### src/sv/pcp_pkg.sv
`default_nettype none

package pcp_pkg;

  localparam int unsigned COORD_BITS_DEFAULT = 12;
  localparam int unsigned NUM_AXES = 3;
  localparam int unsigned NUM_FACES = 2 * NUM_AXES;
  localparam int unsigned NUM_REGS = 5;

  localparam int unsigned SIGMA_W = 32;
  localparam int unsigned FRAC_BITS = 16;
  localparam int unsigned RATIO_BITS = 18;
  localparam int unsigned RATIO_INT_BITS = RATIO_BITS - FRAC_BITS;
  localparam logic [RATIO_BITS-1:0] RATIO_MAX = '1;
  localparam logic [RATIO_BITS-1:0] RATIO_ONE = RATIO_BITS'(1 << FRAC_BITS);
  localparam logic [SIGMA_W-1:0] SIGMA_MAX = '1;

  localparam int unsigned ORDER_W = 4;
  localparam logic [ORDER_W-1:0] ORDER_RESET = ORDER_W'(2);
  localparam int unsigned POW_STAGES = (1 << ORDER_W) - 1;

  localparam int unsigned DIV_STEPS = 3;
  localparam int unsigned DIV_STAGES = RATIO_BITS / DIV_STEPS;

  localparam int unsigned QUEUE_DEPTH = 4;

  localparam int unsigned REG_IDX_W = 3;
  typedef enum logic [REG_IDX_W-1:0] {
    REG_INTERIOR_LOW,
    REG_INTERIOR_HIGH,
    REG_GRADING_ORDER,
    REG_PEAK_XY,
    REG_PEAK_Z
  } reg_idx_t;

  // Per-face classification made at the front
  typedef struct packed {
    logic active;
    logic zero_thick;
    logic over;
  } face_class_t;

  function automatic logic [SIGMA_W-1:0] sat_add(input logic [SIGMA_W-1:0] a,
                                                 input logic [SIGMA_W-1:0] b);
    logic [SIGMA_W:0] s;
    s = {1'b0, a} + {1'b0, b};
    return s[SIGMA_W] ? SIGMA_MAX : s[SIGMA_W-1:0];
  endfunction

endpackage

`default_nettype wire

### src/sv/pcp_queue.sv
`default_nettype none

module pcp_queue #(
  parameter int unsigned WIDTH = 8,
  parameter int unsigned DEPTH = pcp_pkg::QUEUE_DEPTH,
  localparam int unsigned PTR_W = (DEPTH > 1) ? $clog2(DEPTH) : 1,
  localparam int unsigned CNT_W = $clog2(DEPTH + 1)
) (
  input  wire logic             clk,
  input  wire logic             rst,
  input  wire logic             in_valid,
  output logic                  in_ready,
  input  wire logic [WIDTH-1:0] in_data,
  output logic                  out_valid,
  input  wire logic             out_ready,
  output logic [WIDTH-1:0]      out_data
);

  logic [DEPTH-1:0][WIDTH-1:0] mem;
  logic [PTR_W-1:0] wr_ptr;
  logic [PTR_W-1:0] rd_ptr;
  logic [CNT_W-1:0] count;
  logic push;
  logic pop;

  assign in_ready  = count != CNT_W'(DEPTH);
  assign out_valid = count != '0;
  assign out_data  = mem[rd_ptr];
  assign push = in_valid && in_ready;
  assign pop  = out_valid && out_ready;

  always_ff @(posedge clk) begin
    if (rst) begin
      wr_ptr <= '0;
      rd_ptr <= '0;
      count  <= '0;
    end else begin
      if (push) begin
        wr_ptr <= (wr_ptr == PTR_W'(DEPTH - 1)) ? '0 : wr_ptr + PTR_W'(1);
      end
      if (pop) begin
        rd_ptr <= (rd_ptr == PTR_W'(DEPTH - 1)) ? '0 : rd_ptr + PTR_W'(1);
      end
      if (push && !pop) begin
        count <= count + CNT_W'(1);
      end else if (pop && !push) begin
        count <= count - CNT_W'(1);
      end
    end
  end

  always_ff @(posedge clk) begin
    if (push) begin
      mem[wr_ptr] <= in_data;
    end
  end

endmodule

`default_nettype wire

### config.mk
export PLATFORM = sky130hd
export DESIGN_NAME = pcp_queue
export DESIGN_NICKNAME = d
export VERILOG_FILES = /design/src/sv/pcp_pkg.sv /design/src/sv/pcp_queue.sv
export SDC_FILE = /design/constraint.sdc
export NUM_CORES = 1
export LEC_CHECK = 0
export ABC_AREA = 1
export BUFFER_PORTS_ARGS = -buffer_cell sky130_fd_sc_hd__buf_4
export CAP_MARGIN = 20
export CORE_ASPECT_RATIO = 1.25
export CORE_UTILIZATION = 45
export CTS_BUF_LIST = sky130_fd_sc_hd__clkbuf_4
export CTS_CLUSTER_SIZE = 30
export DETAILED_ROUTE_END_ITERATION = 8
export PLACE_DENSITY_LB_ADDON = 0.3
export SYNTH_ARGS = -nofsm -noshare
export SYNTH_HDL_FRONTEND = slang
export SYNTH_SLANG_ARGS = --single-unit
export TNS_END_PERCENT = 20
### constraint.sdc
create_clock -name clk -period 4.3 [get_ports clk]
set_clock_uncertainty 0.1 [all_clocks]
set_input_delay 0.645 -clock clk [delete_from_list [all_inputs] [get_ports clk]]
set_output_delay 0.645 -clock clk [all_outputs]
set_load 0.005 [all_outputs]
==> metrics.yaml, run 1 <==
clocking:
  cts_hold_buf: 0
  clock-sinks: 39
  clock_latency_ns: 0.34
  path_clk_slew_ns: 0.11
  cts_setup_buffers: 0
  cts_htree_levels: 2
  numCtsBuffers: 5
  ctsResizeCount: 0
  clockBufferDepth: 2
  cts_tree: "yes"
  cts-root-buf: "clkbuf_4"
worst_hold_path:
  hold_depth: 2
  hold_start: "rst"
  hold_end: "count[0]$_SDFFE_PP0P_"
  worstHoldPathType: "primary input to flop"
global_route:
  antenna_found_initial: 0
  grtUsageTotal_pct: 16.9
  grt-ovfl-total: 0
  grt_pass1_vias: 1113
  grt_max_degree: 20
  grt_pass1_wl_mm: 5.02
floorplanning:
  pin_count: 22
  die-area_mm2: 0.00410
  initial_utilization_pct: 48.5
  core_area_mm2: 0.00357
  die_x_um: 57.5
  die_h_um: 71.4
  rows: 24
placed_design:
  portBuffers: 21
  dp_hpwl_mm: 2.07
  place_congestion: 0.770
  pre_cts_ws_ns: 2.20
  placed_cells: 200
setup_path:
  reg2reg_depth: 9
  crit_type: "flop to output pin"
  r2r-start: "count[0]$_SDFFE_PP0P_"
  cp_max_fo: 19
  cp.arrival_ns: 1.71
  endpoint_kind: "output pin"
  reg2reg_to: "count[1]$_SDFFE_PP0P_"
  worst_ep_required_time_ns: 3.56
  r2r_setup_slack_ns: 2.37
  start_kind: "flop"
  slowest_stage: "dfxtp_1"
  critPathMaxStageDelay_ns: 0.78
  path_cells: "inv_8, o21ai_0, o22ai_1, buf_4"
power:
  ir_drop_v: 0.000250
  p_switching_uw: 383
  power_frac_clock_pct: 20.6
  p_leak_uw: 0.000773
  p_comb_share_pct: 33.8
  swShare_pct: 33.5
  p_int_uw: 759
  p_seq_share_pct: 45.7
  power_density_mw_per_mm2: 580
job:
  drv_cap: 0
sta:
  setup_violations: 0
  fmaxAchievable_mhz: 408
  timing_hold_violations_final: 0
  final_max_slew_viol_count: 0
  grt_setup_unrepaired: "no"
  setup_tns_ns: 0
  setup_slack_ns: 1.85
  period_share_pct: 57.0
  finalCriticalPeriod_ns: 2.45
  holdWs_ns: 0.363
  max_slew_margin_pct: 48.1
  tightest_slew_ns: 0.776
routing:
  via_per_inst: 5.21
  wl_mm: 2.96
  ant_nets: 0
  first_iter_violations: 24
  via_count: 1083
  routedWlPerCell_um: 14.2
  route.detailed.drc: 2
  firstDrtPassIters: 8
yosys:
  synth_cells: 144
  synth.distinct_cells: 25
  syn_avg_cell_area_um2: 12.0
  yosysSeqAreaShare_pct: 63.5
  synth_area_mm2: 0.00173
  synth_seq_cells: 39
  yosysWarnings: 0
  synthesis.nets: 163
status:
  outcome: "complete, but fails checks"
  violations: "design-rule violations"
finish:
  final_nets: 187
  stdcell_count: 208
  syn_to_final_growth_pct: 13.6
  antennaDiodeCount: 0
  drive_gt1_share_pct: 27.8
  fin_util_pct: 55.1
  n_fill_cell: 300
-- worst max-delay path by stage --
stage	cells after the start	slack [ns]	startpoint	to
2_1_floorplan	7	2.47	in_valid	count[1]$_SDFFE_PP0P_
3_3_place_gp	4	2.24	rd_ptr[0]$_SDFFE_PP0P_	out_data[0]
3_5_place_dp	4	2.20	rd_ptr[0]$_SDFFE_PP0P_	out_data[0]
4_1_cts	4	1.81	rd_ptr[0]$_SDFFE_PP0P_	out_data[0]
5_1_grt	4	1.64	rd_ptr[0]$_SDFFE_PP0P_	out_data[7]
6_report	4	1.85	rd_ptr[0]$_SDFFE_PP0P_	out_data[0]
-- worst max-delay path, delay by kind of cell, from the launching register on --
family / cells / cell delay (ns)
DFF: 1 / 0.78
AOI/OAI and AO/OA: 2 / 0.30
buffers and inverters: 2 / 0.28
-- routing by layer --
| metal | GRT usage, % | wire, um | vias up |
|---|---|---|---|
| met1 | 18.3 | 1190 | 507 |
| met4 | 9.49 | 84 | 0 |
| li1 | - | - | 540 |
| met5 | 0 | 0 | - |
| met3 | 4.87 | 120 | 8 |
| met2 | 29.2 | 1560 | 28 |
-- layout by cell type, fill, tap and decap left out, drive strengths merged --
cell type	n
clkinv	2
a21oi	2
ha	6
fa	1
xor2	1
edfxtp	32
nand3b	2
o22ai	8
inv	15
nor2	33
nand3	1
nand4	1
clkbuf	5
dfxtp	7
bufinv	1
buf	21
o21ai	17
nand2	14
-- metrics by stage --
| step | power (uW) | instance area (um2) |
|---|---|---|
| after global routing | 1230 | 1970 |
| after CTS | 1150 | 1970 |
| after floorplan | 791 | 1730 |
| final | 1140 | 1970 |
| after global placement | 899 | 1890 |
| after detailed placement | 922 | 1890 |
-- state kept, by name, indices dropped and copies added (netlist names) --
| name | count |
|---|---|
| wr_ptr | 2 |
| mem | 32 |
| count | 3 |
| rd_ptr | 2 |
-- cell type report --
type	instances	area [um2]	share of cell area (%)
timing repair buffer	21	158	8.01
inverter	15	63.8	3.24
clock buffer	5	37.5	1.91
tap	39	48.8	2.48
clock inverter	3	38.8	1.97
multi-input combinational	86	520	26.4
sequential	39	1100	55.9
-- cells by family after synthesis --
family          after synthesis  share of synthesized area [%]
buf+inv                      19                           6.43
fa+ha+maj                     7                           5.49
flops                        39                           63.5
compound gates               27                           8.59
xor+xnor                      1                          0.506
simple gates                 51                           15.5
-- power by group through the flow --
| stage | combinational [uW] | sequential, uW | clock, uW |
|---|---|---|---|
| final | 386 | 522 | 235 |
| after global routing | 437 | 530 | 262 |
| after CTS | 392 | 523 | 240 |
| after detailed placement | 390 | 532 | 0 |
| after global placement | 369 | 530 | 0 |
| after floorplan | 290 | 500 | 0 |
-- synthesized netlist by cell type --
cell,instances,area share (%)
fa_1,1,1.2
buf_6,2,1.3
o21ai_1,1,0.29
buf_12,1,1.2
nand3_1,1,0.29
nor2_4,1,0.65
nand3b_1,2,0.87
inv_1,13,2.8
nand2_2,1,0.36
nand4_1,1,0.36
xor2_1,1,0.51
o21ai_0,15,4.3
a21oi_1,2,0.58
dfxtp_1,7,8.1
buf_2,1,0.29
o21ai_2,1,0.51
nand2_4,4,2.6
nand2_1,9,1.9
nor2_1,22,4.8
inv_2,1,0.22
o22ai_1,8,2.9
nor2_2,10,3.6
ha_1,6,4.3
edfxtp_1,32,55
inv_8,1,0.65
No activity file was read; power rests on OpenSTA's default activity.
==> inputs of run 2 (changes only) <==
--- a/config.mk
+++ b/config.mk
@@ -5,7 +5,7 @@
 export SDC_FILE = /design/constraint.sdc
 export NUM_CORES = 1
 export LEC_CHECK = 0
-export ABC_AREA = 1
+export ABC_AREA = 0
 export BUFFER_PORTS_ARGS = -buffer_cell sky130_fd_sc_hd__buf_4
 export CAP_MARGIN = 20
 export CORE_ASPECT_RATIO = 1.25
==> constraint.sdc (replaced) <==
create_clock -name clk -period 2.31 [get_ports clk]
set_clock_uncertainty 0.1 [all_clocks]
set_input_delay 0.3465 -clock clk [delete_from_list [all_inputs] [get_ports clk]]
set_output_delay 0.3465 -clock clk [all_outputs]
set_load 0.005 [all_outputs]
==> run 2 against run 1 <==
The flow now finishes without violations. Register-to-register slack lost 2.3 ns. Critical path depth up 4. Hold slack got worse by 0.26 ns. Sequential power up 87%. Non-clock buffer count is 2 higher.
==> metrics.yaml, run 2 <==
clocking:
  numCtsBuffers: 5  # unchanged
  cts-root-buf: "clkbuf_4"
  cts_htree_levels: 2  # unchanged
  clock_latency_ns: 0.34  # about the same
  cts_setup_buffers: 0  # unchanged
  clock-sinks: 39  # unchanged
  path_clk_slew_ns: 0.11  # about the same
  clockBufferDepth: 2  # unchanged
  cts_hold_buf: 0  # unchanged
  cts_tree: "yes"
setup_path:
  reg2reg_depth: 8  # -1
  start_kind: "flop"
  reg2reg_to: "count[2]$_SDFFE_PP0P_"
  endpoint_kind: "flop"
  cp_max_fo: 5  # -14
  worst_ep_required_time_ns: 2.49  # -1.07 ns
  crit_type: "flop to flop"
  r2r-start: "count[2]$_SDFFE_PP0P_"
  r2r_setup_slack_ns: 0.09  # -2.28 ns
  cp.arrival_ns: 2.39  # +0.68 ns
sta:
  final_max_slew_viol_count: 0  # unchanged
  setup_violations: 0  # unchanged
  setup_tns_ns: 0  # unchanged
  tightest_slew_ns: 0.469  # -0.307 ns
  finalCriticalPeriod_ns: 2.22
  grt_setup_unrepaired: "no"
  timing_hold_violations_final: 0  # unchanged
  max_slew_margin_pct: 68.7  # +21 points
  fmaxAchievable_mhz: 451
  period_share_pct: 95.9
global_route:
  antenna_found_initial: 0  # unchanged
  grt-busiest-layer: "met2"
  grt-ovfl-total: 0  # unchanged
  grtUsageTotal_pct: 15.0  # -1.9 points
  grt_use_met3_pct: 3.92  # -0.96 points
  grt_pass1_wl_mm: 4.04  # -20%
  grt_use_met2_pct: 26.8  # -2.4 points
  use_met1_pct: 16.3  # -2.0 points
  grt_pass1_vias: 873  # -22%
  grt_max_degree: 13  # -35%
yosys:
  yosysSeqAreaShare_pct: 69.1  # +5.5 points
  synthArstFlopShare_pct: 0  # unchanged
  synth_area_mm2: 0.00159  # -8.0%
  synthesis.nets: 107  # -34%
  synth_ff_type: "edfxtp_1"
  synth_edf_count: 32  # unchanged
  yosysTopAreaCell: "edfxtp_1"
  synthTopCellsByArea: "edfxtp_1 60%, mux4_2 11%, dfxtp_1 8.8%"
  yosysWarnings: 0  # unchanged
  synth.most_common_cell: "edfxtp_1"
  synth_seq_cells: 39  # unchanged
  syn_avg_cell_area_um2: 18.1  # +51%
  synth.distinct_cells: 26  # +4.0%
  synth_commonest_cells: "32 x edfxtp_1, 8 x mux4_2, 7 x dfxtp_1"
  yosysTopAreaCellShare_pct: 60.3  # +4.8 points
  synth_cells: 88  # -39%
placed_design:
  portBuffers: 21  # unchanged
  place_area_mm2: 0.00180  # -5.1%
  place_congestion: 0.779  # +1.3%
  dp_hpwl_mm: 1.75  # -16%
routing:
  firstDrtPassIters: 4  # -4
  via_per_inst: 5.42  # +4.1%
  wl_mm: 2.53  # -14%
  first_iter_violations: 10  # -58%
  ant_nets: 0  # unchanged
  route.detailed.drc: 0  # -2
  via_count: 824  # -24%
  routedWlPerCell_um: 16.6  # +17%
finish:
  final_cell_mix: "32 x edfxtp_1, 23 x buf_4, 8 x mux4_2"
  largest-register: "mem"
  layout_commonest_cell: "edfxtp_1"
  final_nets: 133  # -29%
  largestRegisters: "mem (32), count (3)"
  n_fill_cell: 265  # -12%
  syn_to_final_growth_pct: 19.5
  seqCellArea_mm2: 0.00111  # +0.91%
  multi_input_area_um2: 488  # -6.2%
  largest_reg_flops: 32  # unchanged
  drive_gt1_share_pct: 47.0  # +19 points
  antennaDiodeCount: 0  # unchanged
  stdcell_area_mm2: 0.00191  # -3.2%
power:
  p_leak_uw: 0.000702  # -9.3%
  power.total_uw: 2000  # +75%
  ir_drop_v: 0.000594  # +140%
  power_density_mw_per_mm2: 1050  # +81%
job:
  drv_cap: 0  # unchanged
floorplanning:
  die_x_um: 55.2  # -3.9%
  pin_count: 22  # unchanged
  die_h_um: 68.5  # -4.0%
  core_area_mm2: 0.00328  # -8.2%
  die-area_mm2: 0.00379  # -7.8%
  rows: 23  # -4.2%
  initial_utilization_pct: 48.6  # +0.094 points
status:
  outcome: "finished, final reports clean"
worst_hold_path:
  hold_start: "in_data[4]"
  hold_depth: 1  # -1
  worstHoldPathType: "primary input to flop"
  hold_end: "mem[28]$_DFFE_PP_"
[run 2: cell type report]
type / instances / share of cell area (%)
Tap cell: 37 / 2.43
Multi-Input combinational cell: 42 / 25.6
Timing Repair Buffer: 23 / 9.06
Sequential cell: 39 / 58.3
Inverter: 3 / 0.591
Clock inverter: 3 / 2.04
Clock buffer: 5 / 1.97
[run 2: routing by layer]
layer / share of wire (%) / up-vias / wire [um]
met5: 0 / - / 0
met2: 55 / 20 / 1380
met1: 39 / 409 / 988
met3: 4.2 / 6 / 106
met4: 2.0 / 0 / 51
li1: - / 389 / -
[run 2: how the worst max path moves through the flow]
stage / depth (start not counted) / start / end
5_1_grt: 8 / count[2]$_SDFFE_PP0P_ / count[2]$_SDFFE_PP0P_
6_report: 8 / count[2]$_SDFFE_PP0P_ / count[2]$_SDFFE_PP0P_
3_3_place_gp: 8 / count[0]$_SDFFE_PP0P_ / count[2]$_SDFFE_PP0P_
2_1_floorplan: 7 / count[0]$_SDFFE_PP0P_ / count[2]$_SDFFE_PP0P_
3_5_place_dp: 8 / count[0]$_SDFFE_PP0P_ / count[2]$_SDFFE_PP0P_
4_1_cts: 8 / count[1]$_SDFFE_PP0P_ / count[2]$_SDFFE_PP0P_
[run 2: logic make-up (layout without fill, tap and decap cells)]
group	Yosys count	after routing	synth area share (%)
flip-flops	39	39	69.1
AND/OR/NAND/NOR	17	17	6.67
multiplexers	11	11	13.2
adder cells (fa/ha/maj)	7	7	5.97
buffers and inverters	7	34	1.80
AO/OA/AOI/OAI	5	5	2.20
XOR/XNOR	2	2	1.10
[run 2: worst max-delay path, cell delays in order (launching register included)]
cell     delay [ns]
dfxtp_4        0.38
or3b_4         0.23
and2_4         0.17
ha_4           0.14
inv_1          0.05
fa_1           0.37
xor2_1         0.16
or3_2          0.42
a21oi_2        0.12
[run 2: metrics by stage]
stage               cells  hold WS, ns  setup slack [ns]  utilization, %
floorplan              88        0.345            0.0410               -
global placement      144        0.388             0.149            54.7
detailed placement    144        0.417            0.0541            54.7
CTS                   152       0.0836            0.0210            57.1
global route          152       0.0784            0.0197            58.1
finish                152       0.0989            0.0949            58.1
[run 2: where the power goes]
part / switching, uW / leakage (uW) / internal (uW)
Clock: 213 / 0.0000426 / 223
Combinational: 237 / 0.000306 / 356
Sequential: 99.2 / 0.000353 / 876
Total: 550 / 0.000702 / 1450
[run 2: repair_timing]
item | CTS | global route
gates resized for setup | 2 | 9
endpoints found under the setup margin | 6 | 1
pin swaps | 0 | 1
==> inputs of run 3 (changes only) <==
--- a/config.mk
+++ b/config.mk
@@ -14,6 +14,7 @@
 export CTS_CLUSTER_SIZE = 30
 export DETAILED_ROUTE_END_ITERATION = 8
 export PLACE_DENSITY_LB_ADDON = 0.3
+export SETUP_SLACK_MARGIN = 0.3
 export SYNTH_ARGS = -nofsm -noshare
 export SYNTH_HDL_FRONTEND = slang
 export SYNTH_SLANG_ARGS = --single-unit
==> constraint.sdc (replaced) <==
create_clock -name clk -period 2.5 [get_ports clk]
set_clock_uncertainty 0.1 [all_clocks]
set_input_delay 0.375 -clock clk [delete_from_list [all_inputs] [get_ports clk]]
set_output_delay 0.375 -clock clk [all_outputs]
set_load 0.005 [all_outputs]
==> run 3 against run 2 <==
Final cell count grew 1.3%. Global-route usage grew 1.5 points. Worst setup slack better by 0.31 ns. Routed wire length rose by 8.2%. Flip-flop and latch count is the same. Cell area rose by 0.33%. Clock-buffer cell count unchanged. Register-to-register slack gained 0.31 ns. First-iteration DRC count shrank 20%. Sequential share of layout area fell by 0.19 points. Largest power group unchanged.
==> metrics.yaml, run 3 (synthesis gave the netlist of run 2 again) <==
sta:
  setup_violations: 0  # unchanged
  timing_hold_violations_final: 0  # unchanged
  setup_slack_ns: 0.409  # +0.315 ns
  tightest_slew_ns: 0.468  # -0.00151 ns
  period_share_pct: 83.6
  grt_setup_unrepaired: "no"
  max_slew_margin_pct: 68.8  # +0.10 points
  setup_tns_ns: 0  # unchanged
  final_max_slew_viol_count: 0  # unchanged
  finalCriticalPeriod_ns: 2.09
  fmaxAchievable_mhz: 478
global_route:
  grt_pass1_vias: 883  # +1.1%
  grt_pass1_wl_mm: 4.31  # +6.5%
  antenna_found_initial: 0  # unchanged
  grt_max_degree: 13  # unchanged
  grt-ovfl-total: 0  # unchanged
  grtUsageTotal_pct: 16.6  # +1.5 points
setup_path:
  reg2reg_depth: 8  # unchanged
  cp_max_fo: 11  # +6
  slowest_stage: "mux4_2"
  r2r_setup_slack_ns: 0.41  # +0.31 ns
  cp.arrival_ns: 1.62  # -0.77 ns
  worst_ep_required_time_ns: 2.03  # -0.46 ns
  crit_type: "flop to output pin"
  endpoint_kind: "output pin"
  critPathMaxStageDelay_ns: 0.57  # +0.15 ns
  r2r-start: "count[2]$_SDFFE_PP0P_"
  start_kind: "flop"
  path_cells: "mux4_2, buf_4"
  reg2reg_to: "count[2]$_SDFFE_PP0P_"
power:
  swShare_pct: 29.1  # +1.7 points
  power_density_mw_per_mm2: 939  # -11%
  p_seq_share_pct: 50.4  # +1.7 points
  power_frac_clock_pct: 16.7  # -5.1 points
  ir_drop_v: 0.000616  # +3.7%
  p_leak_uw: 0.000705  # +0.48%
  p_switching_uw: 522  # -5.1%
  p_int_uw: 1270  # -13%
  p_comb_share_pct: 32.8  # +3.2 points
clocking:
  cts_tree: "yes"
  clockBufferDepth: 2  # unchanged
  clock_latency_ns: 0.34  # about the same
  cts_hold_buf: 0  # unchanged
  path_clk_slew_ns: 0.11  # about the same
  cts-root-buf: "clkbuf_4"
  cts_htree_levels: 2  # unchanged
  clock-sinks: 39  # unchanged
  numCtsBuffers: 5  # unchanged
finish:
  syn_to_final_growth_pct: 19.9
  final_cell_mix: "32 x edfxtp_1, 25 x buf_4, 8 x mux4_2"
  layout_commonest_cell: "edfxtp_1"
  largest_reg_flops: 32  # unchanged
  largest-register: "mem"
  final_nets: 135  # +1.5%
  drive_gt1_share_pct: 49.6  # +2.6 points
  stdcell_count: 154  # +1.3%
  antennaDiodeCount: 0  # unchanged
  largestRegisters: "mem (32), count (3)"
placed_design:
  portBuffers: 21  # unchanged
  place_congestion: 0.769  # -1.3%
  pre_cts_ws_ns: 0.169  # +0.115 ns
  dp_hpwl_mm: 1.91  # +9.3%
  placed_cells: 142  # -1.4%
routing:
  routedWlPerCell_um: 17.8  # +6.8%
  wl_mm: 2.74  # +8.2%
  first_iter_violations: 8  # -2
  ant_nets: 0  # unchanged
  via_count: 850  # +3.2%
  via_per_inst: 5.52  # +1.8%
  firstDrtPassIters: 2  # -2
  route.detailed.drc: 0  # unchanged
status:
  outcome: "finished, final reports clean"
floorplanning:
  core_area_mm2: 0.00328  # unchanged
  die-area_mm2: 0.00379  # unchanged
  pin_count: 22  # unchanged
  die_x_um: 55.2  # unchanged
  die_h_um: 68.5  # unchanged
  rows: 23  # unchanged
  initial_utilization_pct: 48.6  # unchanged
job:
  drv_cap: 0  # unchanged
worst_hold_path:
  hold_start: "in_data[6]"
  worstHoldPathType: "primary input to flop"
  hold_end: "mem[30]$_DFFE_PP_"
  hold_depth: 1  # unchanged
## run 3: power groups by stage
| stage | logic (uW) | registers [uW] | clock network, uW |
|---|---|---|---|
| final | 589 | 905 | 300 |
| after global routing | 641 | 922 | 339 |
| after CTS | 503 | 896 | 315 |
| after detailed placement | 499 | 910 | 0 |
| after global placement | 478 | 899 | 0 |
| after floorplan | 350 | 857 | 0 |
## run 3: worst max-delay path by stage
stage / start / end / slack, ns
after floorplan: count[0]$_SDFFE_PP0P_ / count[2]$_SDFFE_PP0P_ / 0.30
final: rd_ptr[0]$_SDFFE_PP0P_ / out_data[6] / 0.41
after global routing: rd_ptr[0]$_SDFFE_PP0P_ / out_data[6] / 0.30
after global placement: count[2]$_SDFFE_PP0P_ / count[2]$_SDFFE_PP0P_ / 0.28
after CTS: count[2]$_SDFFE_PP0P_ / count[2]$_SDFFE_PP0P_ / 0.15
after detailed placement: count[2]$_SDFFE_PP0P_ / count[2]$_SDFFE_PP0P_ / 0.17
## run 3: routing by layer
layer	up-vias	wire [um]	track usage (%)
li1	397	-	-
met1	426	1030	16.0
met2	23	1520	30.9
met3	4	129	6.16
met4	0	56	9.38
met5	-	0	0
## run 3: critical path: cells and delay by family (launching register included)
| family | cells | cell delay (ns) |
|---|---|---|
| buffers and inverters | 1 | 0.15 |
| flip-flops | 1 | 0.56 |
| multiplexers | 1 | 0.57 |
## run 3: repair_timing
action / CTS / global route
setup endpoints to repair: 9 / 2
setup buffers: 0 / 4
resized for setup: 1 / 10
pin swaps: 0 / 3
## run 3: through the flow
step                      hold slack (ns)  util, %  area [um2]  power [uW]
after floorplan                     0.374        -        1600        1210
after global placement              0.397     54.5        1790        1380
after detailed placement            0.416     54.5        1790        1410
after CTS                           0.114     56.1        1840        1710
after global routing                0.107     58.3        1910        1900
final                               0.131     58.3        1910        1790
## run 3: area by class of cell
type	instances	area, um2
Fill cell	268	1370
Tap cell	37	46.3
Clock buffer	5	37.5
Multi-Input combinational cell	42	503
Sequential cell	39	1110
Timing Repair Buffer	25	188
Clock inverter	3	15.0
Inverter	3	11.3
