**src/sv/pcp_pkg.sv**
```systemverilog
`default_nettype none

package pcp_pkg;

  localparam int unsigned COORD_BITS_DEFAULT = 12;
  localparam int unsigned NUM_AXES = 3;
  localparam int unsigned NUM_FACES = 2 * NUM_AXES;
  localparam int unsigned NUM_REGS = 5;

  localparam int unsigned SIGMA_W = 32;
  localparam int unsigned FRAC_BITS = 16;
  localparam int unsigned RATIO_BITS = 18;
  localparam int unsigned RATIO_INT_BITS = RATIO_BITS - FRAC_BITS;
  localparam logic [RATIO_BITS-1:0] RATIO_MAX = '1;
  localparam logic [RATIO_BITS-1:0] RATIO_ONE = RATIO_BITS'(1 << FRAC_BITS);
  localparam logic [SIGMA_W-1:0] SIGMA_MAX = '1;

  localparam int unsigned ORDER_W = 4;
  localparam logic [ORDER_W-1:0] ORDER_RESET = ORDER_W'(2);
  localparam int unsigned POW_STAGES = (1 << ORDER_W) - 1;

  localparam int unsigned DIV_STEPS = 3;
  localparam int unsigned DIV_STAGES = RATIO_BITS / DIV_STEPS;

  localparam int unsigned QUEUE_DEPTH = 4;

  localparam int unsigned REG_IDX_W = 3;
  typedef enum logic [REG_IDX_W-1:0] {
    REG_INTERIOR_LOW,
    REG_INTERIOR_HIGH,
    REG_GRADING_ORDER,
    REG_PEAK_XY,
    REG_PEAK_Z
  } reg_idx_t;

  // Per-face classification made at the front
  typedef struct packed {
    logic active;
    logic zero_thick;
    logic over;
  } face_class_t;

  function automatic logic [SIGMA_W-1:0] sat_add(input logic [SIGMA_W-1:0] a,
                                                 input logic [SIGMA_W-1:0] b);
    logic [SIGMA_W:0] s;
    s = {1'b0, a} + {1'b0, b};
    return s[SIGMA_W] ? SIGMA_MAX : s[SIGMA_W-1:0];
  endfunction

endpackage

`default_nettype wire

```
**src/sv/pcp_front.sv**
```systemverilog
`default_nettype none

module pcp_front #(
  parameter int unsigned COORD_BITS = pcp_pkg::COORD_BITS_DEFAULT,
  localparam int unsigned BOX_W = pcp_pkg::NUM_AXES * COORD_BITS,
  localparam int unsigned S_TDATA_W = ((BOX_W + 7) / 8) * 8
) (
  input  wire logic                  clk,
  input  wire logic                  rst,
  input  wire logic                  s_tvalid,
  output logic                       s_tready,
  input  wire logic [S_TDATA_W-1:0]  s_tdata,
  input  wire logic [BOX_W-1:0]      interior_low,
  input  wire logic [BOX_W-1:0]      interior_high,
  input  wire logic [COORD_BITS-1:0] thick_xy,
  input  wire logic [COORD_BITS-1:0] thick_z,
  output logic                       out_valid,
  input  wire logic                  out_ready,
  output pcp_pkg::face_class_t [pcp_pkg::NUM_FACES-1:0] out_class,
  output logic [pcp_pkg::NUM_FACES-1:0][COORD_BITS-1:0] out_depth
);

  localparam int unsigned IB = pcp_pkg::RATIO_INT_BITS;

  pcp_pkg::face_class_t [pcp_pkg::NUM_FACES-1:0] class_next;
  logic [pcp_pkg::NUM_FACES-1:0][COORD_BITS-1:0] depth_next;

  always_comb begin
    logic [COORD_BITS-1:0] v;
    logic [COORD_BITS-1:0] lo;
    logic [COORD_BITS-1:0] hi;
    logic [COORD_BITS-1:0] t;
    for (int a = 0; a < pcp_pkg::NUM_AXES; a++) begin
      v  = s_tdata[a*COORD_BITS +: COORD_BITS];
      lo = interior_low[a*COORD_BITS +: COORD_BITS];
      hi = interior_high[a*COORD_BITS +: COORD_BITS];
      t  = (a == pcp_pkg::NUM_AXES - 1) ? thick_z : thick_xy;
      class_next[2*a].active   = v < lo;
      depth_next[2*a]          = lo - v;
      class_next[2*a+1].active = v > hi;
      depth_next[2*a+1]        = v - hi;
      for (int s = 0; s < 2; s++) begin
        class_next[2*a+s].zero_thick = (t == '0);
        // ratio reaches the Q2.16 ceiling once depth >= 4 * thickness
        class_next[2*a+s].over = {{IB{1'b0}}, depth_next[2*a+s]} >= {t, {IB{1'b0}}};
      end
    end
  end

  assign s_tready = !out_valid || out_ready;

  always_ff @(posedge clk) begin
    if (rst) begin
      out_valid <= 1'b0;
    end else if (s_tready) begin
      out_valid <= s_tvalid;
    end
  end

  always_ff @(posedge clk) begin
    if (s_tvalid && s_tready) begin
      out_class <= class_next;
      out_depth <= depth_next;
    end
  end

endmodule

`default_nettype wire

```
**config.mk**
```make
export PLATFORM = sky130hd
export DESIGN_NAME = pcp_front
export DESIGN_NICKNAME = d
export VERILOG_FILES = /design/src/sv/pcp_pkg.sv /design/src/sv/pcp_front.sv
export SDC_FILE = /design/constraint.sdc
export NUM_CORES = 1
export LEC_CHECK = 0
export BUFFER_PORTS_ARGS = -buffer_cell sky130_fd_sc_hd__buf_2
export CAP_MARGIN = 20
export CORE_MARGIN = 4
export CORE_UTILIZATION = 30
export CTS_CLUSTER_DIAMETER = 120
export DETAILED_ROUTE_END_ITERATION = 16
export GPL_ROUTABILITY_DRIVEN = 0
export PLACE_DENSITY = 0.5
export SLEW_MARGIN = 0
export SYNTH_ARGS = -nofsm -noshare
export SYNTH_HDL_FRONTEND = slang
export SYNTH_SLANG_ARGS = --single-unit
```
**constraint.sdc**
```tcl
create_clock -name clk -period 3.93 [get_ports clk]
set_input_delay 0.5895 -clock clk [delete_from_list [all_inputs] [get_ports clk]]
set_output_delay 0.5895 -clock clk [all_outputs]
set_load 0.1 [all_outputs]
```
==> impl_results.html, run 1 <==
<table>
<tr><th>Metric</th><th>Value</th></tr>
<tr><th colspan="2">Run status</th></tr>
<tr><td>Outcome</td><td>finished clean</td></tr>
<tr><th colspan="2">Yosys</th></tr>
<tr><td>Count of flip-flops with a built-in enable after synthesis</td><td>86</td></tr>
<tr><td>Cell area after technology mapping</td><td>a little under 8000 sq um</td></tr>
<tr><td>Share of the synthesized area in the top cell type</td><td>between 30% and 40%</td></tr>
<tr><td>Seq cells post-synth</td><td>between 80 and 90</td></tr>
<tr><td>Unique cell type count in the Yosys netlist</td><td>66</td></tr>
<tr><td>Number of warning messages in the yosys log</td><td>0</td></tr>
<tr><td>Most used flip-flop cell after synthesis</td><td>edfxtp_1</td></tr>
<tr><td>Post-Synthesis Mean Instance Area</td><td>roughly 9.3 sq um</td></tr>
<tr><td>Number of instances in the synthesized netlist</td><td>852</td></tr>
<tr><td>Share of the yosys chip area belonging to registers</td><td>between 30% and 40%</td></tr>
<tr><td>Fraction of registers with async set or reset after synthesis</td><td>0%</td></tr>
<tr><td>Biggest area consumer among synthesized cells</td><td>edfxtp_1</td></tr>
<tr><td>Net count after synthesis</td><td>1130</td></tr>
<tr><td>Cell types occupying the most area after synthesis</td><td>edfxtp_1 (33%), ha_1 (21%), inv_1 (6.0%)</td></tr>
<tr><th colspan="2">Clocking</th></tr>
<tr><td>TritonCTS buffer count</td><td>9</td></tr>
<tr><td>Cell at the root of the clock tree</td><td>clkbuf_16</td></tr>
<tr><td>CTS H-Tree Depth</td><td>3</td></tr>
<tr><td>Clk sinks</td><td>87</td></tr>
<tr><td>Post-CTS resize count</td><td>0</td></tr>
<tr><td>Clock transition at the registers of the reported paths</td><td>roughly 0.070 ns</td></tr>
<tr><td>Buffer count from post-CTS setup fixing</td><td>0</td></tr>
<tr><td>Clock tree from TritonCTS</td><td>yes</td></tr>
<tr><td>Deepest clock path buffer count</td><td>2</td></tr>
<tr><td>Post-cts hold buffer count</td><td>0</td></tr>
<tr><td>Clock latency at the later pin of the worst-skew pair</td><td>roughly 0.35 ns</td></tr>
<tr><th colspan="2">Detailed routing</th></tr>
<tr><td>Detail-routed net length per standard cell</td><td>16.6 microns</td></tr>
<tr><td>Post-route DRC violation count</td><td>0</td></tr>
<tr><td>Detailed-routing iteration count for the pre-antenna-repair pass</td><td>5</td></tr>
<tr><td>Avg Vias per Cell</td><td>around 5</td></tr>
<tr><td>Routed wire length</td><td>around 23000 microns</td></tr>
<tr><td>Detailed router's first-iteration violation count</td><td>363</td></tr>
<tr><td>Post-route antenna net violation count</td><td>0</td></tr>
<tr><td>Via count</td><td>around 7000</td></tr>
<tr><th colspan="2">Setup path</th></tr>
<tr><td>Family of cells with the greatest summed delay on the critical path</td><td>compound AO/OA/AOI/OAI gates</td></tr>
<tr><td>Cell-by-cell trace of the critical path</td><td>buf_2, inv_1, ha_1, inv_1, fa_1, a21oi_1, a2bb2oi_1, a21oi_1, or4_1, nand4_1, ha_1, or3_1, o21ai_0, a21oi_1, a22o_1</td></tr>
<tr><td>Buffers &amp; Inverters on Critical Path</td><td>3</td></tr>
<tr><td>Startpoint-to-endpoint class of the critical path</td><td>input port to flip-flop</td></tr>
<tr><td>Reg2Reg Capture Point</td><td>out_depth[55]$_DFFE_PP_</td></tr>
<tr><td>Highest-delay cell along the critical path</td><td>or4_1</td></tr>
<tr><td>Crit-path max cell delay</td><td>~0.42 ns</td></tr>
<tr><td>Max Fanout on Critical Path</td><td>2</td></tr>
<tr><td>Endpoint type of the worst setup path</td><td>flip-flop</td></tr>
<tr><td>Number of cells on the critical path</td><td>15</td></tr>
<tr><td>R2R Path Start</td><td>out_valid$_SDFFE_PP0N_</td></tr>
<tr><td>Data required time at the worst endpoint</td><td>4.03 ns</td></tr>
<tr><td>Worst reg2reg setup slack</td><td>about 2.1 ns</td></tr>
<tr><td>Arr. time, crit path</td><td>3.58 ns</td></tr>
<tr><td>Worst path most repeated cell</td><td>a21oi_1</td></tr>
<tr><td>Last element of the critical path</td><td>out_class[3]$_DFFE_PP_</td></tr>
<tr><td>Critical Path Start</td><td>s_tdata[0]</td></tr>
<tr><td>Element type at the critical path start</td><td>input port</td></tr>
<tr><td>Worst-case reg-to-reg path depth</td><td>3</td></tr>
<tr><th colspan="2">Pwr</th></tr>
<tr><td>Internal</td><td>~2.1 mW</td></tr>
<tr><td>Seq pwr share</td><td>a little under a third</td></tr>
<tr><td>Switching part of the total power</td><td>between 40% and 50%</td></tr>
<tr><td>Share of power burned in the clock network</td><td>~20%</td></tr>
<tr><td>Net switching power</td><td>between 1.5 and 2 mW</td></tr>
<tr><td>Max rail drop VDD</td><td>between 0.15 and 0.2 mV</td></tr>
<tr><td>Leakage power figure</td><td>~4.7 nW</td></tr>
<tr><td>Areal power density over the cells</td><td>417 nW/um^2</td></tr>
<tr><td>Logic gate share of total power</td><td>roughly half</td></tr>
<tr><th colspan="2">Die</th></tr>
<tr><td>Standard-cell rows</td><td>a little under 60</td></tr>
<tr><td>Die footprint</td><td>a little under 30000 sq um</td></tr>
<tr><td>Standard cell core area</td><td>between 20000 and 30000 sq um</td></tr>
<tr><td>Starting Density</td><td>between 30% and 40%</td></tr>
<tr><td>Boundary pin count</td><td>between 200 and 250</td></tr>
<tr><td>Die boundary height</td><td>between 150 and 200 microns</td></tr>
<tr><td>Horizontal die dimension</td><td>between 150 and 200 microns</td></tr>
<tr><th colspan="2">Placed design</th></tr>
<tr><td>Port Buf Inserts</td><td>227</td></tr>
<tr><td>Post-DP HPWL</td><td>slightly below 20000 microns</td></tr>
<tr><td>Pre-CTS setup slack</td><td>between 0.1 and 0.15 ns</td></tr>
<tr><td>Cell area after placement</td><td>9440 sq um</td></tr>
<tr><th colspan="2">Timing</th></tr>
<tr><td>Remaining max-slew budget at the tightest pin</td><td>a little over half</td></tr>
<tr><td>Actual slew at the worst max-slew pin</td><td>between 0.6 and 0.7 ns</td></tr>
<tr><td>Timing-limited maximum frequency</td><td>~290 MHz</td></tr>
<tr><td>Unrepaired setup endpoints after global routing</td><td>no</td></tr>
<tr><td>Final Setup Violations</td><td>0</td></tr>
<tr><td>Skew final</td><td>approximately 0.012 ns</td></tr>
<tr><td>Worst Slack Setup Final</td><td>around 0.45 ns</td></tr>
<tr><td>Final count of hold timing violations</td><td>0</td></tr>
<tr><td>Aggregate negative setup slack</td><td>0 ns</td></tr>
<tr><td>Minimum clock period after layout</td><td>3.48 ns</td></tr>
<tr><td>Share of the cycle needed by the critical path after routing</td><td>about nine tenths</td></tr>
<tr><td>Final max-slew violation count</td><td>0</td></tr>
<tr><th colspan="2">Finish</th></tr>
<tr><td>Combined area of the multi-input logic cells</td><td>4780 sq um</td></tr>
<tr><td>Sequential Area</td><td>about 2600 sq um</td></tr>
<tr><td>Area growth from synthesis to final layout</td><td>22.0%</td></tr>
<tr><td>Post-route standard cell area excluding fillers</td><td>just under 10000 sq um</td></tr>
<tr><td>Layout cells sized above 1</td><td>between 20% and 30%</td></tr>
<tr><td>Share of the core filled with cells</td><td>a little under two fifths</td></tr>
<tr><td>Number of inserted diodes</td><td>0</td></tr>
<tr><td>Number of fill cells in the layout</td><td>around 2700</td></tr>
<tr><td>Final net count</td><td>around 1400</td></tr>
<tr><th colspan="2">Global route</th></tr>
<tr><td>Number of antenna violations at the first check in global routing</td><td>0</td></tr>
<tr><td>First-pass GRT wire length</td><td>between 30000 and 40000 microns</td></tr>
<tr><td>All-layer global routing usage</td><td>15.7%</td></tr>
<tr><td>Number of global-route vias before repair</td><td>slightly below 7000</td></tr>
<tr><td>Grt ovf</td><td>0</td></tr>
<tr><td>Pin count of the biggest net entering global routing</td><td>49</td></tr>
<tr><th colspan="2">Worst hold path</th></tr>
<tr><td>Worst Hold Launch</td><td>rst</td></tr>
<tr><td>Class of the tightest hold or removal check</td><td>input port to flip-flop</td></tr>
<tr><th colspan="2">Job</th></tr>
<tr><td>Max cap viols</td><td>0</td></tr>
</table>
[final cells by class]
cell class | instances | area share (%)
Multi-Input combinational cell | 620 | 49.3
Timing Repair Buffer | 231 | 12.0
Inverter | 127 | 4.92
Sequential cell | 87 | 26.8
Tap cell | 335 | 4.32
Clock inverter | 5 | 0.271
Clock buffer | 10 | 2.36
[registers in the layout (all words and copies together) (netlist names)]
register and flops:
out_depth 72, out_valid 1, out_class 14
[worst min path at each step]
stage	end	cells past startpoint
after CTS	out_valid$_SDFFE_PP0N_	2
after floorplan	out_valid$_SDFFE_PP0N_	1
after global placement	out_valid$_SDFFE_PP0N_	2
after detailed placement	out_valid$_SDFFE_PP0N_	2
after global routing	out_valid$_SDFFE_PP0N_	2
final	out_valid$_SDFFE_PP0N_	2
[cell usage in the layout, fill, tap and decap left out, types with 5 or more instances in the layout]
cell type,netlist,routed
a211oi_1,12,12
a21o_1,20,20
a21oi_1,58,58
a311oi_1,5,5
and3_1,7,7
and4_1,6,6
buf_2,5,227
clkbuf_16,0,9
edfxtp_1,86,86
fa_1,6,6
ha_1,132,132
inv_1,127,127
nand2_1,40,40
nand2b_1,10,10
nand3_1,26,26
nand3b_1,5,5
nand4_1,22,22
nor2_1,48,48
nor2b_1,13,13
nor3_1,30,30
nor4_1,10,10
o211ai_1,6,6
o21a_1,12,12
o21ai_0,31,31
or3_1,6,6
xnor2_1,27,27
xor2_1,13,13
[logic make-up after synthesis]
family / Yosys count / synth area share [%]
and+or+nand+nor: 238 / 15.7
xor gates and xnor gates: 40 / 4.41
adders and majority gates: 138 / 22.3
AOI/OAI and AO/OA: 204 / 17.7
DFF: 87 / 32.8
buffers and inverters: 145 / 7.17
[power groups by stage]
stage / clock network [mW] / registers (mW) / logic [mW]
2_1_floorplan: 0 / 2.00 / 0.824
3_5_place_dp: 0 / 1.23 / 2.04
3_3_place_gp: 0 / 1.23 / 2.03
6_report: 0.792 / 1.21 / 2.04
5_1_grt: 0.856 / 1.22 / 2.22
4_1_cts: 0.825 / 1.21 / 2.05
[through the flow]
stage                     std cells  hold WS [ns]  power, mW
after floorplan                 852         0.659       2.82
after global placement         1400         0.507       3.26
after detailed placement       1400         0.527       3.27
after CTS                      1415         0.386       4.09
after global routing           1415         0.398       4.30
final                          1415         0.410       4.04
[synthesized netlist by cell type (7+ instances only)]
library cell	instances
edfxtp_1	86
a21o_1	20
nand2_1	40
nand3_1	26
a211oi_1	12
nor3_1	30
a21oi_1	58
and3_1	7
o21ai_0	31
xor2_1	13
xnor2_1	27
o21a_1	12
nor4_1	10
nor2_1	48
inv_1	127
nand4_1	22
nand2b_1	10
ha_1	132
nor2b_1	13
[routing by layer]
| metal | GRT usage (%) | up-vias | part of all wire (%) |
|---|---|---|---|
| met5 | 0 | - | 0 |
| met4 | 4.44 | 0 | 1.7 |
| li1 | - | 3586 | - |
| met1 | 22.3 | 3196 | 47 |
| met2 | 24.9 | 205 | 46 |
| met3 | 2.33 | 18 | 5.4 |
Power figures use the tool's default switching activity.
==> run 2: changes to the inputs <==
--- a/config.mk
+++ b/config.mk
@@ -5,14 +5,14 @@
 export SDC_FILE = /design/constraint.sdc
 export NUM_CORES = 1
 export LEC_CHECK = 0
-export BUFFER_PORTS_ARGS = -buffer_cell sky130_fd_sc_hd__buf_2
 export CAP_MARGIN = 20
 export CORE_MARGIN = 4
 export CORE_UTILIZATION = 30
 export CTS_CLUSTER_DIAMETER = 120
 export DETAILED_ROUTE_END_ITERATION = 16
+export DONT_BUFFER_PORTS = 1
 export GPL_ROUTABILITY_DRIVEN = 0
-export PLACE_DENSITY = 0.5
+export PLACE_DENSITY = 0.43
 export SLEW_MARGIN = 0
 export SYNTH_ARGS = -nofsm -noshare
 export SYNTH_HDL_FRONTEND = slang
==> impl_results.html, run 2 (synthesis results as in run 1) <==
<table>
<tr><th>Metric</th><th>Value</th></tr>
<tr><th colspan="2">Run status</th></tr>
<tr><td>Outcome</td><td>finished clean</td></tr>
<tr><th colspan="2">Global route</th></tr>
<tr><td>Number of global-route vias before repair</td><td>6137 (-9.7%)</td></tr>
<tr><td>Pin count of the biggest net entering global routing</td><td>46 (-6.1%)</td></tr>
<tr><td>Number of antenna violations at the first check in global routing</td><td>0 (unchanged)</td></tr>
<tr><td>Grt ovf</td><td>0 (unchanged)</td></tr>
<tr><td>All-layer global routing usage</td><td>15.5% (-0.20 points)</td></tr>
<tr><td>First-pass GRT wire length</td><td>34900 microns (-2.6%)</td></tr>
<tr><th colspan="2">Worst hold path</th></tr>
<tr><td>Class of the tightest hold or removal check</td><td>input port to flip-flop</td></tr>
<tr><th colspan="2">Clocking</th></tr>
<tr><td>CTS H-Tree Depth</td><td>3 (unchanged)</td></tr>
<tr><td>Clock tree from TritonCTS</td><td>yes</td></tr>
<tr><td>Deepest clock path buffer count</td><td>2 (unchanged)</td></tr>
<tr><td>Clk sinks</td><td>87 (unchanged)</td></tr>
<tr><td>TritonCTS buffer count</td><td>9 (unchanged)</td></tr>
<tr><td>Clock latency at the later pin of the worst-skew pair</td><td>0.35 ns (about the same)</td></tr>
<tr><td>Post-CTS resize count</td><td>0 (unchanged)</td></tr>
<tr><td>Cell at the root of the clock tree</td><td>clkbuf_16</td></tr>
<tr><td>Buffer count from post-CTS setup fixing</td><td>0 (unchanged)</td></tr>
<tr><td>Clock transition at the registers of the reported paths</td><td>0.07 ns (about the same)</td></tr>
<tr><td>Post-cts hold buffer count</td><td>0 (unchanged)</td></tr>
<tr><th colspan="2">Setup path</th></tr>
<tr><td>Element type at the critical path start</td><td>input port</td></tr>
<tr><td>Cell-by-cell trace of the critical path</td><td>inv_1, ha_1, inv_1, fa_1, a21oi_1, a2bb2oi_1, a21oi_1, or4_1, nand4_1, ha_1, or3_1, o21ai_0, a21oi_1, a22o_1</td></tr>
<tr><td>Buffers &amp; Inverters on Critical Path</td><td>2 (-1)</td></tr>
<tr><td>Arr. time, crit path</td><td>3.45 ns (-0.13 ns)</td></tr>
<tr><td>Startpoint-to-endpoint class of the critical path</td><td>input port to flip-flop</td></tr>
<tr><td>Endpoint type of the worst setup path</td><td>flip-flop</td></tr>
<tr><td>Data required time at the worst endpoint</td><td>4.04 ns (about the same)</td></tr>
<tr><td>Family of cells with the greatest summed delay on the critical path</td><td>compound AO/OA/AOI/OAI gates</td></tr>
<tr><td>Worst path most repeated cell</td><td>a21oi_1</td></tr>
<tr><td>Crit-path max cell delay</td><td>0.43 ns (about the same)</td></tr>
<tr><td>Max Fanout on Critical Path</td><td>4 (+2)</td></tr>
<tr><td>Highest-delay cell along the critical path</td><td>or4_1</td></tr>
<tr><th colspan="2">Finish</th></tr>
<tr><td>Layout cells sized above 1</td><td>4.32% (-20 points)</td></tr>
<tr><td>Final net count</td><td>1130 (-17%)</td></tr>
<tr><td>Largest regs</td><td>out_depth: 72 flops, out_class: 14 flops, out_valid: 1 flops</td></tr>
<tr><td>Area growth from synthesis to final layout</td><td>9.54%</td></tr>
<tr><td>Most used cells in the layout excluding fill and tap cells</td><td>ha_1 (132), inv_1 (127), edfxtp_1 (86)</td></tr>
<tr><td>Register containing the most flip-flops in the final layout</td><td>out_depth</td></tr>
<tr><td>Number of inserted diodes</td><td>0 (unchanged)</td></tr>
<tr><td>Most common library cell in the layout ignoring fill and taps</td><td>ha_1</td></tr>
<tr><td>Max reg flops</td><td>72 (unchanged)</td></tr>
<tr><td>Number of cells in the finished layout apart from fillers</td><td>1192 (-16%)</td></tr>
<tr><th colspan="2">Timing</th></tr>
<tr><td>Worst Slack Setup Final</td><td>0.583 ns (+0.129 ns)</td></tr>
<tr><td>Final Setup Violations</td><td>0 (unchanged)</td></tr>
<tr><td>Remaining max-slew budget at the tightest pin</td><td>32.4% (-22 points)</td></tr>
<tr><td>Skew final</td><td>0.0112 ns (-0.000911 ns)</td></tr>
<tr><td>Minimum clock period after layout</td><td>3.35 ns (-0.129 ns)</td></tr>
<tr><td>Share of the cycle needed by the critical path after routing</td><td>85.2% (-3.3 points)</td></tr>
<tr><td>Timing-limited maximum frequency</td><td>299 MHz (+3.9%)</td></tr>
<tr><td>Final count of hold timing violations</td><td>0 (unchanged)</td></tr>
<tr><td>Aggregate negative setup slack</td><td>0 ns (unchanged)</td></tr>
<tr><td>Actual slew at the worst max-slew pin</td><td>1.02 ns (+0.334 ns)</td></tr>
<tr><td>Unrepaired setup endpoints after global routing</td><td>no</td></tr>
<tr><td>Final max-slew violation count</td><td>0 (unchanged)</td></tr>
<tr><th colspan="2">Die</th></tr>
<tr><td>Horizontal die dimension</td><td>171 microns (unchanged)</td></tr>
<tr><td>Standard-cell rows</td><td>59 (unchanged)</td></tr>
<tr><td>Die boundary height</td><td>171 microns (unchanged)</td></tr>
<tr><td>Die footprint</td><td>29200 sq um (unchanged)</td></tr>
<tr><td>Standard cell core area</td><td>26100 sq um (unchanged)</td></tr>
<tr><td>Starting Density</td><td>30.5% (unchanged)</td></tr>
<tr><td>Boundary pin count</td><td>232 (unchanged)</td></tr>
<tr><th colspan="2">Detailed routing</th></tr>
<tr><td>Post-route antenna net violation count</td><td>0 (unchanged)</td></tr>
<tr><td>Detailed-routing iteration count for the pre-antenna-repair pass</td><td>4 (-1)</td></tr>
<tr><td>Detailed router's first-iteration violation count</td><td>336 (-7.4%)</td></tr>
<tr><td>Post-route DRC violation count</td><td>0 (unchanged)</td></tr>
<tr><td>Avg Vias per Cell</td><td>5.24 (+5.8%)</td></tr>
<tr><td>Detail-routed net length per standard cell</td><td>19.4 microns (+17%)</td></tr>
<tr><td>Via count</td><td>6245 (-11%)</td></tr>
<tr><td>Routed wire length</td><td>23200 microns (-1.4%)</td></tr>
<tr><th colspan="2">Pwr</th></tr>
<tr><td>Areal power density over the cells</td><td>467 nW/um^2 (+12%)</td></tr>
<tr><td>Leakage power figure</td><td>3.82 nW (-18%)</td></tr>
<tr><td>Max rail drop VDD</td><td>0.235 mV (+19%)</td></tr>
<tr><th colspan="2">Placed design</th></tr>
<tr><td>Pre-CTS setup slack</td><td>0.210 ns (+0.0805 ns)</td></tr>
<tr><td>Cell count after placement</td><td>1176 (-16%)</td></tr>
<tr><td>Port Buf Inserts</td><td>0 (-100%)</td></tr>
<tr><td>Post-DP HPWL</td><td>19000 microns (-2.8%)</td></tr>
<tr><th colspan="2">Job</th></tr>
<tr><td>Max cap viols</td><td>0 (unchanged)</td></tr>
</table>
==> run 2: final timing paths <==
| path | start | to | slack, ns | depth (start not counted) |
|---|---|---|---|---|
| worst max-delay path | s_tdata[0] | out_class[3]$_DFFE_PP_ | 0.58 | 14 |
| worst min-delay path | rst | out_valid$_SDFFE_PP0N_ | 0.32 | 1 |
| worst max register to register | out_valid$_SDFFE_PP0N_ | out_depth[22]$_DFFE_PP_ | 1.68 | 5 |
| worst min register to register | out_valid$_SDFFE_PP0N_ | out_valid$_SDFFE_PP0N_ | 1.08 | 4 |
==> run 2: power breakdown <==
part | internal (mW) | switching [mW] | leakage, nW
Combinational | 0.438 | 0.658 | 2.82
Sequential | 1.19 | 0.812 | 0.843
Clock | 0.576 | 0.393 | 0.156
Total | 2.20 | 1.86 | 3.82
==> run 2: layout make-up <==
type / instances / area, sq um
tap: 335 / 419
sequential: 87 / 2600
clock buffer: 11 / 243
timing repair buffer: 7 / 105
fill: 2693 / 17400
multi-input combinational: 620 / 4780
inverter: 127 / 477
clock inverter: 5 / 81.3
==> run 2: worst reg2reg max path, stage by stage, from the launching register on <==
cell	delay, ns
dfxtp_1	0.30
buf_4	0.22
nand2b_1	0.11
buf_4	0.30
and2_4	0.63
buf_12	0.35
==> run 2: through the flow <==
| stage | total power [mW] | instance area (sq um) | hold WS (ns) | utilization (%) |
|---|---|---|---|---|
| 3_5_place_dp | 3.12 | 8380 | 0.672 | 32.2 |
| 3_3_place_gp | 3.12 | 8380 | 0.666 | 32.2 |
| 2_1_floorplan | 2.82 | 7950 | 0.659 | - |
| 4_1_cts | 4.13 | 8700 | 0.294 | 33.4 |
| 6_report | 4.06 | 8700 | 0.316 | 33.4 |
| 5_1_grt | 4.32 | 8700 | 0.287 | 33.4 |
==> run 2: metal layers <==
layer / track usage [%] / wire, microns
met1: 21.1 / 10500
met3: 4.69 / 1690
met2: 24.4 / 10700
met5: 0 / 0
met4: 3.54 / 286
==> run 3: changes to the inputs <==
--- a/config.mk
+++ b/config.mk
@@ -6,6 +6,7 @@
 export NUM_CORES = 1
 export LEC_CHECK = 0
 export CAP_MARGIN = 20
+export CORE_ASPECT_RATIO = 1.2
 export CORE_MARGIN = 4
 export CORE_UTILIZATION = 30
 export CTS_CLUSTER_DIAMETER = 120
==> impl_results.html, run 3 (synthesis results as in run 1) <==
<table>
<tr><th>Metric</th><th>Value</th></tr>
<tr><th colspan="2">Setup path</th></tr>
<tr><td>Max Fanout on Critical Path</td><td>4 (unchanged)</td></tr>
<tr><td>Highest-delay cell along the critical path</td><td>or4_1</td></tr>
<tr><td>Worst reg2reg setup slack</td><td>1.53 ns (-0.15 ns)</td></tr>
<tr><td>Reg2Reg Capture Point</td><td>out_depth[41]$_DFFE_PP_</td></tr>
<tr><td>Endpoint type of the worst setup path</td><td>flip-flop</td></tr>
<tr><td>Cell-by-cell trace of the critical path</td><td>inv_1, ha_1, inv_1, fa_1, a21oi_1, a2bb2oi_1, a21oi_1, or4_1, nand4_1, ha_1, or3_1, o21ai_0, a21oi_1, a22o_1</td></tr>
<tr><td>Worst path most repeated cell</td><td>a21oi_1</td></tr>
<tr><td>Crit-path max cell delay</td><td>0.42 ns (about the same)</td></tr>
<tr><td>Element type at the critical path start</td><td>input port</td></tr>
<tr><td>Data required time at the worst endpoint</td><td>4.05 ns (about the same)</td></tr>
<tr><td>Startpoint-to-endpoint class of the critical path</td><td>input port to flip-flop</td></tr>
<tr><td>Worst-case reg-to-reg path depth</td><td>4 (-1)</td></tr>
<tr><td>Arr. time, crit path</td><td>3.46 ns (about the same)</td></tr>
<tr><td>R2R Path Start</td><td>out_valid$_SDFFE_PP0N_</td></tr>
<tr><th colspan="2">Die</th></tr>
<tr><td>Standard cell core area</td><td>26200 sq um (+0.49%)</td></tr>
<tr><td>Die boundary height</td><td>186 microns (+9.1%)</td></tr>
<tr><td>Die footprint</td><td>29200 sq um (about the same)</td></tr>
<tr><td>Boundary pin count</td><td>232 (unchanged)</td></tr>
<tr><td>Horizontal die dimension</td><td>157 microns (-8.3%)</td></tr>
<tr><td>Standard-cell rows</td><td>65 (+10%)</td></tr>
<tr><td>Starting Density</td><td>30.3% (-0.15 points)</td></tr>
<tr><th colspan="2">Finish</th></tr>
<tr><td>Register containing the most flip-flops in the final layout</td><td>out_depth</td></tr>
<tr><td>Number of inserted diodes</td><td>0 (unchanged)</td></tr>
<tr><td>Number of fill cells in the layout</td><td>2749 (+2.1%)</td></tr>
<tr><td>Most common library cell in the layout ignoring fill and taps</td><td>ha_1</td></tr>
<tr><td>Area growth from synthesis to final layout</td><td>9.21%</td></tr>
<tr><td>Largest regs</td><td>out_depth: 72 flops, out_class: 14 flops, out_valid: 1 flops</td></tr>
<tr><td>Final net count</td><td>1130 (unchanged)</td></tr>
<tr><td>Max reg flops</td><td>72 (unchanged)</td></tr>
<tr><td>Layout cells sized above 1</td><td>4.43% (+0.12 points)</td></tr>
<tr><td>Most used cells in the layout excluding fill and tap cells</td><td>ha_1 (132), inv_1 (127), edfxtp_1 (86)</td></tr>
<tr><th colspan="2">Timing</th></tr>
<tr><td>Final Setup Violations</td><td>0 (unchanged)</td></tr>
<tr><td>Unrepaired setup endpoints after global routing</td><td>no</td></tr>
<tr><td>Actual slew at the worst max-slew pin</td><td>1.05 ns (+0.0350 ns)</td></tr>
<tr><td>Aggregate negative setup slack</td><td>0 ns (unchanged)</td></tr>
<tr><td>Share of the cycle needed by the critical path after routing</td><td>85.1% (about the same)</td></tr>
<tr><td>Minimum clock period after layout</td><td>3.34 ns (-0.00253 ns)</td></tr>
<tr><td>Remaining max-slew budget at the tightest pin</td><td>30.1% (-2.3 points)</td></tr>
<tr><td>Final max-slew violation count</td><td>0 (unchanged)</td></tr>
<tr><td>Skew final</td><td>0.00647 ns (-0.00477 ns)</td></tr>
<tr><td>Final count of hold timing violations</td><td>0 (unchanged)</td></tr>
<tr><td>Timing-limited maximum frequency</td><td>299 MHz (about the same)</td></tr>
<tr><td>Hold Slack</td><td>0.294 ns (-0.0218 ns)</td></tr>
<tr><td>Worst Slack Setup Final</td><td>0.586 ns (+0.00253 ns)</td></tr>
<tr><th colspan="2">Clocking</th></tr>
<tr><td>Clock transition at the registers of the reported paths</td><td>0.07 ns (about the same)</td></tr>
<tr><td>CTS H-Tree Depth</td><td>3 (unchanged)</td></tr>
<tr><td>Clk sinks</td><td>87 (unchanged)</td></tr>
<tr><td>Clock tree from TritonCTS</td><td>yes</td></tr>
<tr><td>TritonCTS buffer count</td><td>9 (unchanged)</td></tr>
<tr><td>Clock latency at the later pin of the worst-skew pair</td><td>0.36 ns (about the same)</td></tr>
<tr><td>Buffer count from post-CTS setup fixing</td><td>0 (unchanged)</td></tr>
<tr><td>Deepest clock path buffer count</td><td>2 (unchanged)</td></tr>
<tr><td>Cell at the root of the clock tree</td><td>clkbuf_16</td></tr>
<tr><td>Post-CTS resize count</td><td>0 (unchanged)</td></tr>
<tr><td>Post-cts hold buffer count</td><td>0 (unchanged)</td></tr>
<tr><th colspan="2">Pwr</th></tr>
<tr><td>Tot Pwr</td><td>3.98 mW (-2.1%)</td></tr>
<tr><td>Areal power density over the cells</td><td>459 nW/um^2 (-1.8%)</td></tr>
<tr><td>Leakage power figure</td><td>3.81 nW (-0.37%)</td></tr>
<tr><td>Max rail drop VDD</td><td>0.243 mV (+3.7%)</td></tr>
<tr><th colspan="2">Worst hold path</th></tr>
<tr><td>Class of the tightest hold or removal check</td><td>input port to flip-flop</td></tr>
<tr><td>Worst Hold Launch</td><td>rst</td></tr>
<tr><td>Min-Delay Endpoint</td><td>out_valid$_SDFFE_PP0N_</td></tr>
<tr><td>Min-Delay Path Depth</td><td>1 (unchanged)</td></tr>
<tr><th colspan="2">Detailed routing</th></tr>
<tr><td>Routed wire length</td><td>23400 microns (+1.2%)</td></tr>
<tr><td>Post-route DRC violation count</td><td>0 (unchanged)</td></tr>
<tr><td>Detail-routed net length per standard cell</td><td>19.7 microns (+1.2%)</td></tr>
<tr><td>Via count</td><td>6209 (-0.58%)</td></tr>
<tr><td>Post-route antenna net violation count</td><td>0 (unchanged)</td></tr>
<tr><td>Avg Vias per Cell</td><td>5.21 (-0.58%)</td></tr>
<tr><td>Detailed router's first-iteration violation count</td><td>183 (-46%)</td></tr>
<tr><td>Detailed-routing iteration count for the pre-antenna-repair pass</td><td>5 (+1)</td></tr>
<tr><th colspan="2">Global route</th></tr>
<tr><td>All-layer global routing usage</td><td>15.9% (+0.39 points)</td></tr>
<tr><td>Number of global-route vias before repair</td><td>6373 (+3.8%)</td></tr>
<tr><td>First-pass GRT wire length</td><td>35600 microns (+1.8%)</td></tr>
<tr><td>Grt ovf</td><td>0 (unchanged)</td></tr>
<tr><td>Number of antenna violations at the first check in global routing</td><td>0 (unchanged)</td></tr>
<tr><td>Pin count of the biggest net entering global routing</td><td>39 (-15%)</td></tr>
<tr><th colspan="2">Placed design</th></tr>
<tr><td>Pre-CTS setup slack</td><td>0.235 ns (+0.0250 ns)</td></tr>
<tr><td>Post-DP HPWL</td><td>19800 microns (+4.1%)</td></tr>
<tr><td>Port Buf Inserts</td><td>0 (unchanged)</td></tr>
<tr><th colspan="2">Run status</th></tr>
<tr><td>Outcome</td><td>finished clean</td></tr>
<tr><th colspan="2">Job</th></tr>
<tr><td>Max cap viols</td><td>0 (unchanged)</td></tr>
</table>
[run 3: cell count changes in the layout (fill, tap and decap cells not counted), sizes merged]
cell,before,now
clkinvlp,1,2
bufinv,2,1
clkbuf,11,9
clkinv,2,3
inv,127,128
[run 3: critical path, delay by kind of cell]
| family | cells | cell delay [ns] |
|---|---|---|
| adders and majority gates | 3 | 0.82 |
| AOI/OAI and AO/OA | 6 | 0.98 |
| buffers and inverters | 2 | 0.09 |
| and+or+nand+nor | 3 | 0.97 |
[run 3: cell type report]
type                    count  area (sq um)  share of cell area [%]
clock buffers               9           225                    2.60
clock inverters             7          72.6                   0.836
inverters                 127           477                    5.49
multi-input cells         620          4780                    55.0
flip-flops and latches     87          2600                    30.0
well taps                 335           419                    4.83
repair buffers              7           105                    1.21
[run 3: stage by stage]
stage               area [sq um]  utilization [%]  std cells
finish                      8680             33.1       1192
global route                8680             33.1       1192
CTS                         8680             33.1       1192
detailed placement          8380             32.0       1176
global placement            8380             32.0       1176
floorplan                   7950                -        852
[run 3: power breakdown]
group | internal, mW | total (mW) | switching, mW
logic | 0.437 | 1.08 | 0.644
clock network | 0.494 | 0.895 | 0.401
registers | 1.19 | 2.00 | 0.818
[run 3: worst max path at each step]
| stage | from | to | slack (ns) | cells past startpoint |
|---|---|---|---|---|
| after floorplan | s_tdata[0] | out_class[3]$_DFFE_PP_ | 0.57 | 14 |
| after detailed placement | s_tdata[0] | out_class[3]$_DFFE_PP_ | 0.24 | 14 |
| final | s_tdata[0] | out_class[3]$_DFFE_PP_ | 0.59 | 14 |
| after CTS | s_tdata[0] | out_class[3]$_DFFE_PP_ | 0.62 | 14 |
| after global placement | s_tdata[0] | out_class[3]$_DFFE_PP_ | 0.25 | 14 |
| after global routing | s_tdata[0] | out_class[3]$_DFFE_PP_ | 0.37 | 14 |
[run 3: layer usage]
metal / wire length, microns / share of wire, % / global-route usage [%] / vias to the layer above
met4: 382 / 1.6 / 4.44 / 0
met1: 9060 / 39 / 17.6 / 2898
li1: - / - / - / 3142
met2: 12600 / 54 / 29.9 / 149
met3: 1410 / 6.0 / 4.14 / 20
met5: 0 / 0 / 0 / -
